[src/sv/esbrac_pkg.sv]
// Package with the request and result types and codes of the receiver ack controller.
package esbrac_pkg;

    localparam int RX_DEPTH_DEF = 4;
    localparam int TX_DEPTH_DEF = 4;

    localparam logic [1:0] KIND_RADIO_END = 2'd0;
    localparam logic [1:0] KIND_RX_RELEASE = 2'd1;
    localparam logic [1:0] KIND_TX_COMMIT = 2'd2;

    localparam logic [1:0] ACTION_NONE = 2'd0;
    localparam logic [1:0] ACTION_RX_RESTART = 2'd1;
    localparam logic [1:0] ACTION_ACK_TX = 2'd2;
    localparam logic [1:0] ACTION_RX_START = 2'd3;

    localparam logic [1:0] BUF_RX_SLOT = 2'd0;
    localparam logic [1:0] BUF_TX_SLOT = 2'd1;
    localparam logic [1:0] BUF_EMPTY_ACK = 2'd2;

    typedef enum logic [1:0] {
        PHASE_RX  = 2'b01,
        PHASE_ACK = 2'b10
    } phase_t;

    typedef struct packed {
        logic [1:0]  kind;
        logic        crc_ok;
        logic [1:0]  packet_id;
        logic [15:0] packet_crc;
    } req_t;

    typedef struct packed {
        logic [1:0] action;
        logic [1:0] buffer_kind;
        logic [1:0] buffer_slot;
        logic       meta_write;
        logic [1:0] meta_slot;
        logic       rx_ready;
        logic [1:0] rx_read_slot;
        logic       tx_space;
        logic [1:0] tx_write_slot;
    } res_t;

endpackage

[src/sv/esbrac_stage.sv]
// Valid/ready pipeline register stage for one request or result.
module esbrac_stage #(
    parameter type data_t = logic
) (
    input  logic  clk,
    input  logic  rst_n,
    input  logic  up_valid,
    output logic  up_ready,
    input  data_t up_data,
    output logic  dn_valid,
    input  logic  dn_ready,
    output data_t dn_data
);

    logic  valid_reg;
    data_t data_reg;

    assign up_ready = !valid_reg || dn_ready;
    assign dn_valid = valid_reg;
    assign dn_data  = data_reg;

    always_ff @(posedge clk or negedge rst_n)
    begin
        if (!rst_n)
        begin
            valid_reg <= 1'b0;
        end
        else if (up_ready)
        begin
            valid_reg <= up_valid;
        end
    end

    always_ff @(posedge clk)
    begin
        if (up_valid && up_ready)
        begin
            data_reg <= up_data;
        end
    end

endmodule

[src/sv/esbrac_ctrl.sv]
// Ring indices, radio phase and ack bookkeeping with the result logic for one request.
module esbrac_ctrl #(
    parameter int RX_DEPTH = esbrac_pkg::RX_DEPTH_DEF,
    parameter int TX_DEPTH = esbrac_pkg::TX_DEPTH_DEF
) (
    input  logic              clk,
    input  logic              rst_n,
    input  logic              step,
    input  esbrac_pkg::req_t  req,
    output esbrac_pkg::res_t  res
);

    localparam int RXW = $clog2(RX_DEPTH);
    localparam int TXW = $clog2(TX_DEPTH);

    esbrac_pkg::phase_t phase_reg, phase_next;
    logic [RXW-1:0]     rx_head_reg, rx_head_next;
    logic [RXW-1:0]     rx_tail_reg, rx_tail_next;
    logic [TXW-1:0]     tx_head_reg, tx_head_next;
    logic [TXW-1:0]     tx_tail_reg, tx_tail_next;
    logic [1:0]         prev_id_reg, prev_id_next;
    logic [15:0]        prev_crc_reg, prev_crc_next;
    logic               last_empty_reg, last_empty_next;
    logic [TXW-1:0]     last_slot_reg, last_slot_next;

    logic [RXW-1:0]     rx_head_inc;
    logic [RXW-1:0]     rx_tail_inc;
    logic [TXW-1:0]     tx_head_inc;
    logic [TXW-1:0]     tx_tail_inc;
    logic [TXW-1:0]     tx_tail_ret;
    logic [TXW-1:0]     tx_head_next_inc;
    logic               again;

    function automatic logic [RXW-1:0] rx_inc(input logic [RXW-1:0] v);
        logic [RXW-1:0] r;
        if (v == RXW'(RX_DEPTH - 1))
        begin
            r = '0;
        end
        else
        begin
            r = v + RXW'(1);
        end
        return r;
    endfunction

    function automatic logic [TXW-1:0] tx_inc(input logic [TXW-1:0] v);
        logic [TXW-1:0] r;
        if (v == TXW'(TX_DEPTH - 1))
        begin
            r = '0;
        end
        else
        begin
            r = v + TXW'(1);
        end
        return r;
    endfunction

    function automatic logic [1:0] rx_slot(input logic [RXW-1:0] v);
        logic [RXW+1:0] w;
        w = {2'b00, v};
        return w[1:0];
    endfunction

    function automatic logic [1:0] tx_slot(input logic [TXW-1:0] v);
        logic [TXW+1:0] w;
        w = {2'b00, v};
        return w[1:0];
    endfunction

    assign rx_head_inc = rx_inc(rx_head_reg);
    assign rx_tail_inc = rx_inc(rx_tail_reg);
    assign tx_head_inc = tx_inc(tx_head_reg);
    assign tx_tail_inc = tx_inc(tx_tail_reg);
    assign again       = (req.packet_id == prev_id_reg) && (req.packet_crc == prev_crc_reg);
    assign tx_tail_ret = (!again && !last_empty_reg && (tx_head_reg != tx_tail_reg))
                         ? tx_tail_inc : tx_tail_reg;
    assign tx_head_next_inc = tx_inc(tx_head_next);

    always_comb
    begin
        phase_next      = phase_reg;
        rx_head_next    = rx_head_reg;
        rx_tail_next    = rx_tail_reg;
        tx_head_next    = tx_head_reg;
        tx_tail_next    = tx_tail_reg;
        prev_id_next    = prev_id_reg;
        prev_crc_next   = prev_crc_reg;
        last_empty_next = last_empty_reg;
        last_slot_next  = last_slot_reg;

        res.action      = esbrac_pkg::ACTION_NONE;
        res.buffer_kind = esbrac_pkg::BUF_RX_SLOT;
        res.buffer_slot = 2'b00;
        res.meta_write  = 1'b0;
        res.meta_slot   = 2'b00;

        unique case (req.kind)
            esbrac_pkg::KIND_RADIO_END:
            begin
                unique case (phase_reg)
                    esbrac_pkg::PHASE_RX:
                    begin
                        if (!req.crc_ok)
                        begin
                            res.action      = esbrac_pkg::ACTION_RX_RESTART;
                            res.buffer_slot = rx_slot(rx_head_reg);
                        end
                        else if (rx_head_inc == rx_tail_reg)
                        begin
                            res.action      = esbrac_pkg::ACTION_RX_RESTART;
                            res.buffer_slot = rx_slot(rx_head_reg);
                            res.meta_write  = 1'b1;
                            res.meta_slot   = rx_slot(rx_head_reg);
                        end
                        else
                        begin
                            res.meta_write = 1'b1;
                            res.meta_slot  = rx_slot(rx_head_reg);
                            prev_id_next   = req.packet_id;
                            prev_crc_next  = req.packet_crc;
                            if (!again)
                            begin
                                rx_head_next = rx_head_inc;
                                tx_tail_next = tx_tail_ret;
                                if (tx_tail_ret != tx_head_reg)
                                begin
                                    last_empty_next = 1'b0;
                                    last_slot_next  = tx_tail_ret;
                                end
                                else
                                begin
                                    last_empty_next = 1'b1;
                                    last_slot_next  = '0;
                                end
                            end
                            res.action = esbrac_pkg::ACTION_ACK_TX;
                            if (last_empty_next)
                            begin
                                res.buffer_kind = esbrac_pkg::BUF_EMPTY_ACK;
                            end
                            else
                            begin
                                res.buffer_kind = esbrac_pkg::BUF_TX_SLOT;
                                res.buffer_slot = tx_slot(last_slot_next);
                            end
                            phase_next = esbrac_pkg::PHASE_ACK;
                        end
                    end
                    esbrac_pkg::PHASE_ACK:
                    begin
                        res.action      = esbrac_pkg::ACTION_RX_START;
                        res.buffer_slot = rx_slot(rx_head_reg);
                        phase_next      = esbrac_pkg::PHASE_RX;
                    end
                    default:
                    begin
                        phase_next = esbrac_pkg::PHASE_RX;
                    end
                endcase
            end
            esbrac_pkg::KIND_RX_RELEASE:
            begin
                if (rx_head_reg != rx_tail_reg)
                begin
                    rx_tail_next = rx_tail_inc;
                end
            end
            esbrac_pkg::KIND_TX_COMMIT:
            begin
                if (tx_head_inc != tx_tail_reg)
                begin
                    tx_head_next = tx_head_inc;
                end
            end
            default:
            begin
            end
        endcase

        res.rx_ready      = (rx_head_next != rx_tail_next);
        res.rx_read_slot  = rx_slot(rx_tail_next);
        res.tx_space      = (tx_head_next_inc != tx_tail_next);
        res.tx_write_slot = tx_slot(tx_head_next);
    end

    always_ff @(posedge clk or negedge rst_n)
    begin
        if (!rst_n)
        begin
            phase_reg      <= esbrac_pkg::PHASE_RX;
            rx_head_reg    <= '0;
            rx_tail_reg    <= '0;
            tx_head_reg    <= '0;
            tx_tail_reg    <= '0;
            prev_id_reg    <= '0;
            prev_crc_reg   <= '0;
            last_empty_reg <= 1'b1;
            last_slot_reg  <= '0;
        end
        else if (step)
        begin
            phase_reg      <= phase_next;
            rx_head_reg    <= rx_head_next;
            rx_tail_reg    <= rx_tail_next;
            tx_head_reg    <= tx_head_next;
            tx_tail_reg    <= tx_tail_next;
            prev_id_reg    <= prev_id_next;
            prev_crc_reg   <= prev_crc_next;
            last_empty_reg <= last_empty_next;
            last_slot_reg  <= last_slot_next;
        end
    end

endmodule

[src/sv/esb_receiver_ack_controller_top.sv]
// Top level of the receiver ack controller: request register, control logic, result register.
//
//   Channel   Direction  Handshake               Payload
//   req       in         req_valid / req_ready   esbrac_pkg::req_t
//   res       out        res_valid / res_ready   esbrac_pkg::res_t
//
// One request per cycle is accepted while results are taken, and one result per request is produced.
// A request is held in the request register until the result register takes the output of
// the combinational control logic behind it, and the result then appears at the output.
// Reset clears the ring indices, the radio phase, the last ack, the previous packet id and CRC and both stage valids.
// A stalled result register holds its result, and the request register fills behind it.
module esb_receiver_ack_controller_top #(
    parameter int RX_DEPTH = esbrac_pkg::RX_DEPTH_DEF,
    parameter int TX_DEPTH = esbrac_pkg::TX_DEPTH_DEF
) (
    input  logic             clk,
    input  logic             rst_n,
    input  logic             req_valid,
    output logic             req_ready,
    input  esbrac_pkg::req_t req,
    output logic             res_valid,
    input  logic             res_ready,
    output esbrac_pkg::res_t res
);

    logic             s1_valid;
    logic             s2_ready;
    esbrac_pkg::req_t s1_req;
    esbrac_pkg::res_t s1_res;

    esbrac_stage #(
        .data_t (esbrac_pkg::req_t)
    ) u_req_stage (
        .clk      (clk),
        .rst_n    (rst_n),
        .up_valid (req_valid),
        .up_ready (req_ready),
        .up_data  (req),
        .dn_valid (s1_valid),
        .dn_ready (s2_ready),
        .dn_data  (s1_req)
    );

    esbrac_ctrl #(
        .RX_DEPTH (RX_DEPTH),
        .TX_DEPTH (TX_DEPTH)
    ) u_ctrl (
        .clk   (clk),
        .rst_n (rst_n),
        .step  (s1_valid && s2_ready),
        .req   (s1_req),
        .res   (s1_res)
    );

    esbrac_stage #(
        .data_t (esbrac_pkg::res_t)
    ) u_res_stage (
        .clk      (clk),
        .rst_n    (rst_n),
        .up_valid (s1_valid),
        .up_ready (s2_ready),
        .up_data  (s1_res),
        .dn_valid (res_valid),
        .dn_ready (res_ready),
        .dn_data  (res)
    );

endmodule

[config.mk]
export PLATFORM = sky130hd
export DESIGN_NAME = esb_receiver_ack_controller_top
export DESIGN_NICKNAME = d
export VERILOG_FILES = /design/src/sv/esbrac_pkg.sv /design/src/sv/esbrac_stage.sv /design/src/sv/esbrac_ctrl.sv /design/src/sv/esb_receiver_ack_controller_top.sv
export SDC_FILE = /design/constraint.sdc
export NUM_CORES = 1
export LEC_CHECK = 0
export ABC_AREA = 1
export BUFFER_PORTS_ARGS = -buffer_cell sky130_fd_sc_hd__buf_2
export CELL_PAD_IN_SITES_DETAIL_PLACEMENT = 0
export CELL_PAD_IN_SITES_GLOBAL_PLACEMENT = 2
export CORE_ASPECT_RATIO = 0.5
export CORE_MARGIN = 10
export CORE_UTILIZATION = 38
export DETAILED_ROUTE_END_ITERATION = 10
export PLACE_DENSITY = 0.85
export SLEW_MARGIN = 25
export SYNTH_ARGS = -nofsm -noshare
export SYNTH_HDL_FRONTEND = slang
export SYNTH_SLANG_ARGS = --single-unit
[constraint.sdc]
create_clock -name clk -period 3.4 [get_ports clk]
set_input_delay 0.17 -clock clk [delete_from_list [all_inputs] [get_ports clk]]
set_output_delay 0.17 -clock clk [all_outputs]
set_load 0.02 [all_outputs]
# Yosys cells after proc, flatten, opt, wreduce, memory -nomap -nowiden
# Cells that the tools add are included.
[op_classes]
n_addsub = 5
multipliers = 0
n_div = 0
n_lt_le_gt_ge = 0
eq_ne = 20
shifts = 0
mux = 39
bitwise = 4
n_reduce_logical = 16
[op_table]
columns = ["operator", "n"]
rows = [
  ["$mux 2", 30],
  ["$eq 16x16->1", 1],
  ["$eq 2x2->1 const B", 7],
  ["$ne 2x2->1", 6],
  ["$add 2x1->2 const B", 5],
  ["$pmux 2 s2", 2],
  ["$mux 1", 6],
  ["$logic_and 1x1->1", 5],
  ["$mux 5", 1],
  ["$reduce_and 5->1", 1],
  ["$eq 2x1->1 const B", 2],
  ["$eq 2x2->1", 2],
  ["$logic_not 1->1", 4],
  ["$ne 2x2->1 const B", 2],
  ["$not 1->1", 4],
  ["$reduce_and 4->1", 1],
  ["$reduce_or 4->1", 1],
  ["$reduce_and 3->1", 1],
  ["$logic_not 2->1", 1],
  ["$logic_or 1x1->1", 2],
]
[totals]
regBits = 69
latchBits = 0
mem_bits_rw = 0
mem_bits_ro = 0
inputBits = 25
wordCells = 108
n_memories = 0

# Depth between registers and ports, before layout
[depth]
ltp_word = 17
depth_mapped = 16

# Cells and area by module
# A second synthesis with hierarchy kept.
[hier_totals]
cells_unflattened = 363
area_unflattened_um2 = 3320.7
[modules_own_cells]
columns = ["mod", "instances", "cells_per_inst", "area_each_um2", "seq_area_each_um2"]
rows = [
  ["esbrac_ctrl", 1, 313, 2142.1, 778.2],
  ["esbrac_stage (u_req_stage)", 1, 27, 675.6, 655.6],
  ["esbrac_stage (u_res_stage)", 1, 21, 495.5, 475.5],
  ["esb_receiver_ack_controller_top", 1, 2, 7.5, 0.0],
]

# Worst setup path after synthesis
# Ideal clock, no wire load.
[synth_timing]
path_kind = "reg2reg"
from = "register u_ctrl.rx_head_reg[0]"
to = "register u_res_stage.data_reg (netlist bit u_res_stage.dn_data[5]) (data pin)"
t_arrival_ns = 1.673
required_time_ns = 3.143
path_slack_ns = 1.470
stages_incl_launch_ff = 12
cell_sequence = "dfrtp_1 ha_1 xnor2_1 nand2_1 inv_1 nor2_2 nand2_4 inv_2 o21ai_0 o21ai_1 xor2_1 nand2_1"
[synth_lines]
columns = ["item", "line_no", "source"]
rows = [
  ["start, declared", "esbrac_ctrl.sv:17", "logic [RXW-1:0] rx_head_reg, rx_head_next;"],
  ["start signal, assigned", "esbrac_ctrl.sv:205", "rx_head_reg <= rx_head_next;"],
  ["end signal, assigned", "esbrac_stage.sv:38", "data_reg <= up_data;"],
  ["end, declared", "esbrac_stage.sv:16", "data_t data_reg;"],
]

# Worst setup path in the final report
[layout_timing]
from = "register u_ctrl.rx_head_reg[0]"
to = "register u_ctrl.prev_id_reg[1]"
[layout_via]
elab_chain_len = 5
word_cells_on_any_way = 6
[layout_lines]
columns = ["item", "line_no", "source"]
rows = [
  ["$add 2x1->2 or $eq 2x2->1 (tied branches)", "esbrac_ctrl.sv:42, esbrac_ctrl.sv:36", ""],
  ["$mux 2 *", "esbrac_ctrl.sv:36", "if (v == RXW'(RX_DEPTH - 1))"],
  ["$eq 2x2->1 *", "esbrac_ctrl.sv:110", "else if (rx_head_inc == rx_tail_reg)"],
  ["$not 1->1 (no source line) *", "-", ""],
  ["$reduce_and 5->1 (no source line) *", "-", ""],
  ["end signal, assigned", "esbrac_ctrl.sv:209", "prev_id_reg <= prev_id_next;"],
  ["end, declared", "esbrac_ctrl.sv:21", "logic [1:0] prev_id_reg, prev_id_next;"],
]
# Every way passes the cells marked *; elsewhere a longest branch is shown, timed or not.
# A chain may end at the register's enable or synchronous reset.

==> qor.yml <==
critical_path:
  rr_startpoint: "u_ctrl.rx_head_reg[0]"
  end_kind: "flip-flop"
  crit_chain: "ha_1 -> xnor2_1 -> nand2_1 -> inv_1 -> nor2_2 -> inv_1 -> nor2_4 -> buf_4 -> nand2_1 -> o21ai_0"
  start_kind: "flip-flop"
  cpPeakStageDelay_ps: 460
  rr_worst_depth: 10
  path_max_fanout: 20
  cp.required_ps: 3640
  critical_path_buf_inv_count: 3
  r2r_end: "u_ctrl.prev_id_reg[1]"
  crit_type: "reg -> reg"
  critPathSlowestCell: "dfrtp_1"
  rrSetupSlack_ps: 1180
  critical_path_arrival_ps: 2470
  cp_top_family: "simple AND/OR/NAND/NOR gates"
placement:
  place_congestion: 0.758
  dp.cells: 511
  place_hpwl_um: 4880
  io_buffers: 41
floorplan:
  die_height_um: 85.8
  die_w_um: 152
  rows: 23
  die_area_mm2: 0.0130
  initial_core_util_pct: 40.1
  ioPinCount: 42
  core-area_mm2: 0.00820
clocking:
  ctsLongestPathBuffers: 2
  clk_latency_ps: 330
  cts_sinks: 69
  cts_resized: 0
  cts_root_buf: "clkbuf_16"
  h-tree-depth: 3
  cts-buffers-inserted: 9
  cts_tree: "yes"
  cts_setup_buffers: 0
  cts_hold_buf: 1
  path_clk_slew_ps: 60
routing:
  via_per_inst: 4.47
  postRouteAntennaNets: 0
  via_count: 2373
  drt_iter0_markers: 80
  postRouteWirelength_um: 6670
  routedWlPerCell_um: 12.6
  drc: 0
  dr.pass1.iters: 4
worst_hold_path:
  holdPathStages: 1
  min_from: "req[17]"
  min_to: "u_req_stage.dn_data[17]"
  hold_path_class: "in -> reg"
power:
  leakagePower_nw: 1.90
  vdd_ir_drop_max_v: 0.000318
  power.density_mw_per_mm2: 860
sta:
  worst_pin_slew_ps: 909
  maxSlewHeadroom_pct: 39.3
  final_hold_viol_count: 0
  slew_violations: 0
  fin_setup_tns_ps: 0
  rsz0062_at_grt: "no"
  timing.final.crit_share_pct: 65.4
  clock_skew_ps: 6.47
  max_freq_ghz: 0.450
  period_minus_slack_ps: 2220
  setup_violations: 0
cells_and_area:
  diodes: 0
  final_nets: 445
  fin_cells: 531
  num-fill-cells: 784
  area_delta_synth_final_pct: 19.8
  largest_reg_flops: 21
  final_common_cell: "nand2_1"
  drive_above_1_share_pct: 17.7
  final_cell_mix: "nand2_1 (122), inv_1 (57), buf_2 (41)"
yosys:
  ys_warn_count: 0
  syn_area_per_cell_um2: 9.01
  synth_seq_cells: 69
  syn-num-nets: 396
  ys_types: 30
  syn_inst: 365
  ys_seq_area_share_pct: 58.1
  syn_area_mm2: 0.00329
grt:
  grt_pass1_wl_um: 11400
  grt_max_degree: 34
  grt_pass1_vias: 2423
  grtUsageTotal_pct: 11.2
  grt_overflow: 0
  antenna_found_initial: 0
job:
  cap_violations: 0
outcome:
  outcome: "complete, no violations"
-- cell usage after synthesis --
cell | number | area share (%)
xor2_1 | 6 | 1.6
inv_2 | 4 | 0.46
a21oi_1 | 2 | 0.30
inv_1 | 57 | 6.5
xnor2_1 | 5 | 1.3
nor3_2 | 1 | 0.30
o21ai_1 | 5 | 0.76
or2_2 | 2 | 0.38
clkbuf_2 | 1 | 0.15
o21ai_0 | 33 | 5.0
edfxtp_1 | 36 | 33
nor2_1 | 18 | 2.1
nor3_1 | 2 | 0.30
o21a_1 | 2 | 0.46
o211ai_1 | 1 | 0.23
nand2_1 | 122 | 14
nand2_4 | 1 | 0.34
o21ai_2 | 2 | 0.53
nand4_1 | 3 | 0.57
nor2_2 | 3 | 0.57
dfstp_2 | 2 | 1.6
ha_1 | 6 | 2.3
buf_2 | 4 | 0.61
buf_6 | 1 | 0.34
a41oi_2 | 1 | 0.49
nand3_1 | 10 | 1.5
dfrtp_1 | 31 | 24
clkbuf_1 | 2 | 0.23
nor2_4 | 1 | 0.34
nand3_2 | 1 | 0.30
-- cell families (layout without fill, tap and decap cells) --
kind of cell,count (synthesis),in the layout,share of synthesized area [%]
AND/OR/NAND/NOR,164,164,20.6
adder cells (fa/ha/maj),6,6,2.28
AO/OA/AOI/OAI,46,46,7.80
buffers and inverters,69,123,8.30
flip-flops,69,69,58.1
XOR/XNOR,11,11,2.93
-- metrics by stage --
stage	instance area (um^2)	setup slack, ps	hold WS (ps)	utilization (%)	total power (W)
detailed placement	3600	1130	317	43.9	0.00248
finish	3940	1180	13.4	48.0	0.00339
global route	3940	934	0.0281	48.0	0.00369
floorplan	3290	1470	-126	-	0.00219
global placement	3600	1150	310	43.9	0.00244
CTS	3910	1110	1.87	47.7	0.00343
-- worst max-delay path by stage --
stage / startpoint / end / cells past startpoint
2_1_floorplan: u_ctrl.rx_head_reg[0] / u_res_stage.dn_data[5] / 11
3_3_place_gp: u_ctrl.rx_head_reg[0] / u_ctrl.prev_crc_reg[4] / 9
3_5_place_dp: u_ctrl.rx_head_reg[0] / u_ctrl.prev_id_reg[1] / 9
4_1_cts: u_ctrl.rx_head_reg[0] / u_ctrl.prev_id_reg[1] / 10
5_1_grt: u_req_stage.dn_data[17] / u_res_stage.dn_data[2] / 13
6_report: u_ctrl.rx_head_reg[0] / u_ctrl.prev_id_reg[1] / 10
-- metal layers --
metal	global-route usage (%)	share of wire, %	vias to the layer above
met5	0	0	-
met4	4.22	1.5	0
met3	4.51	5.9	9
met2	18.2	46	38
met1	13.0	47	1079
li1	-	-	1247
-- layout make-up --
type / instances / area, um^2 / area share, %
clock buffers: 12 / 256 / 6.51
clock inverters: 4 / 46.3 / 1.17
inverters: 61 / 229 / 5.81
multi-input cells: 227 / 1110 / 28.1
flip-flops and latches: 69 / 1910 / 48.5
well taps: 112 / 140 / 3.56
repair buffers: 46 / 253 / 6.41
-- power by group --
group | internal (W) | switching (W)
Sequential | 0.00117 | 0.000171
Combinational | 0.000407 | 0.000708
Clock | 0.000604 | 0.000330
(Power assumes the default switching activity.)
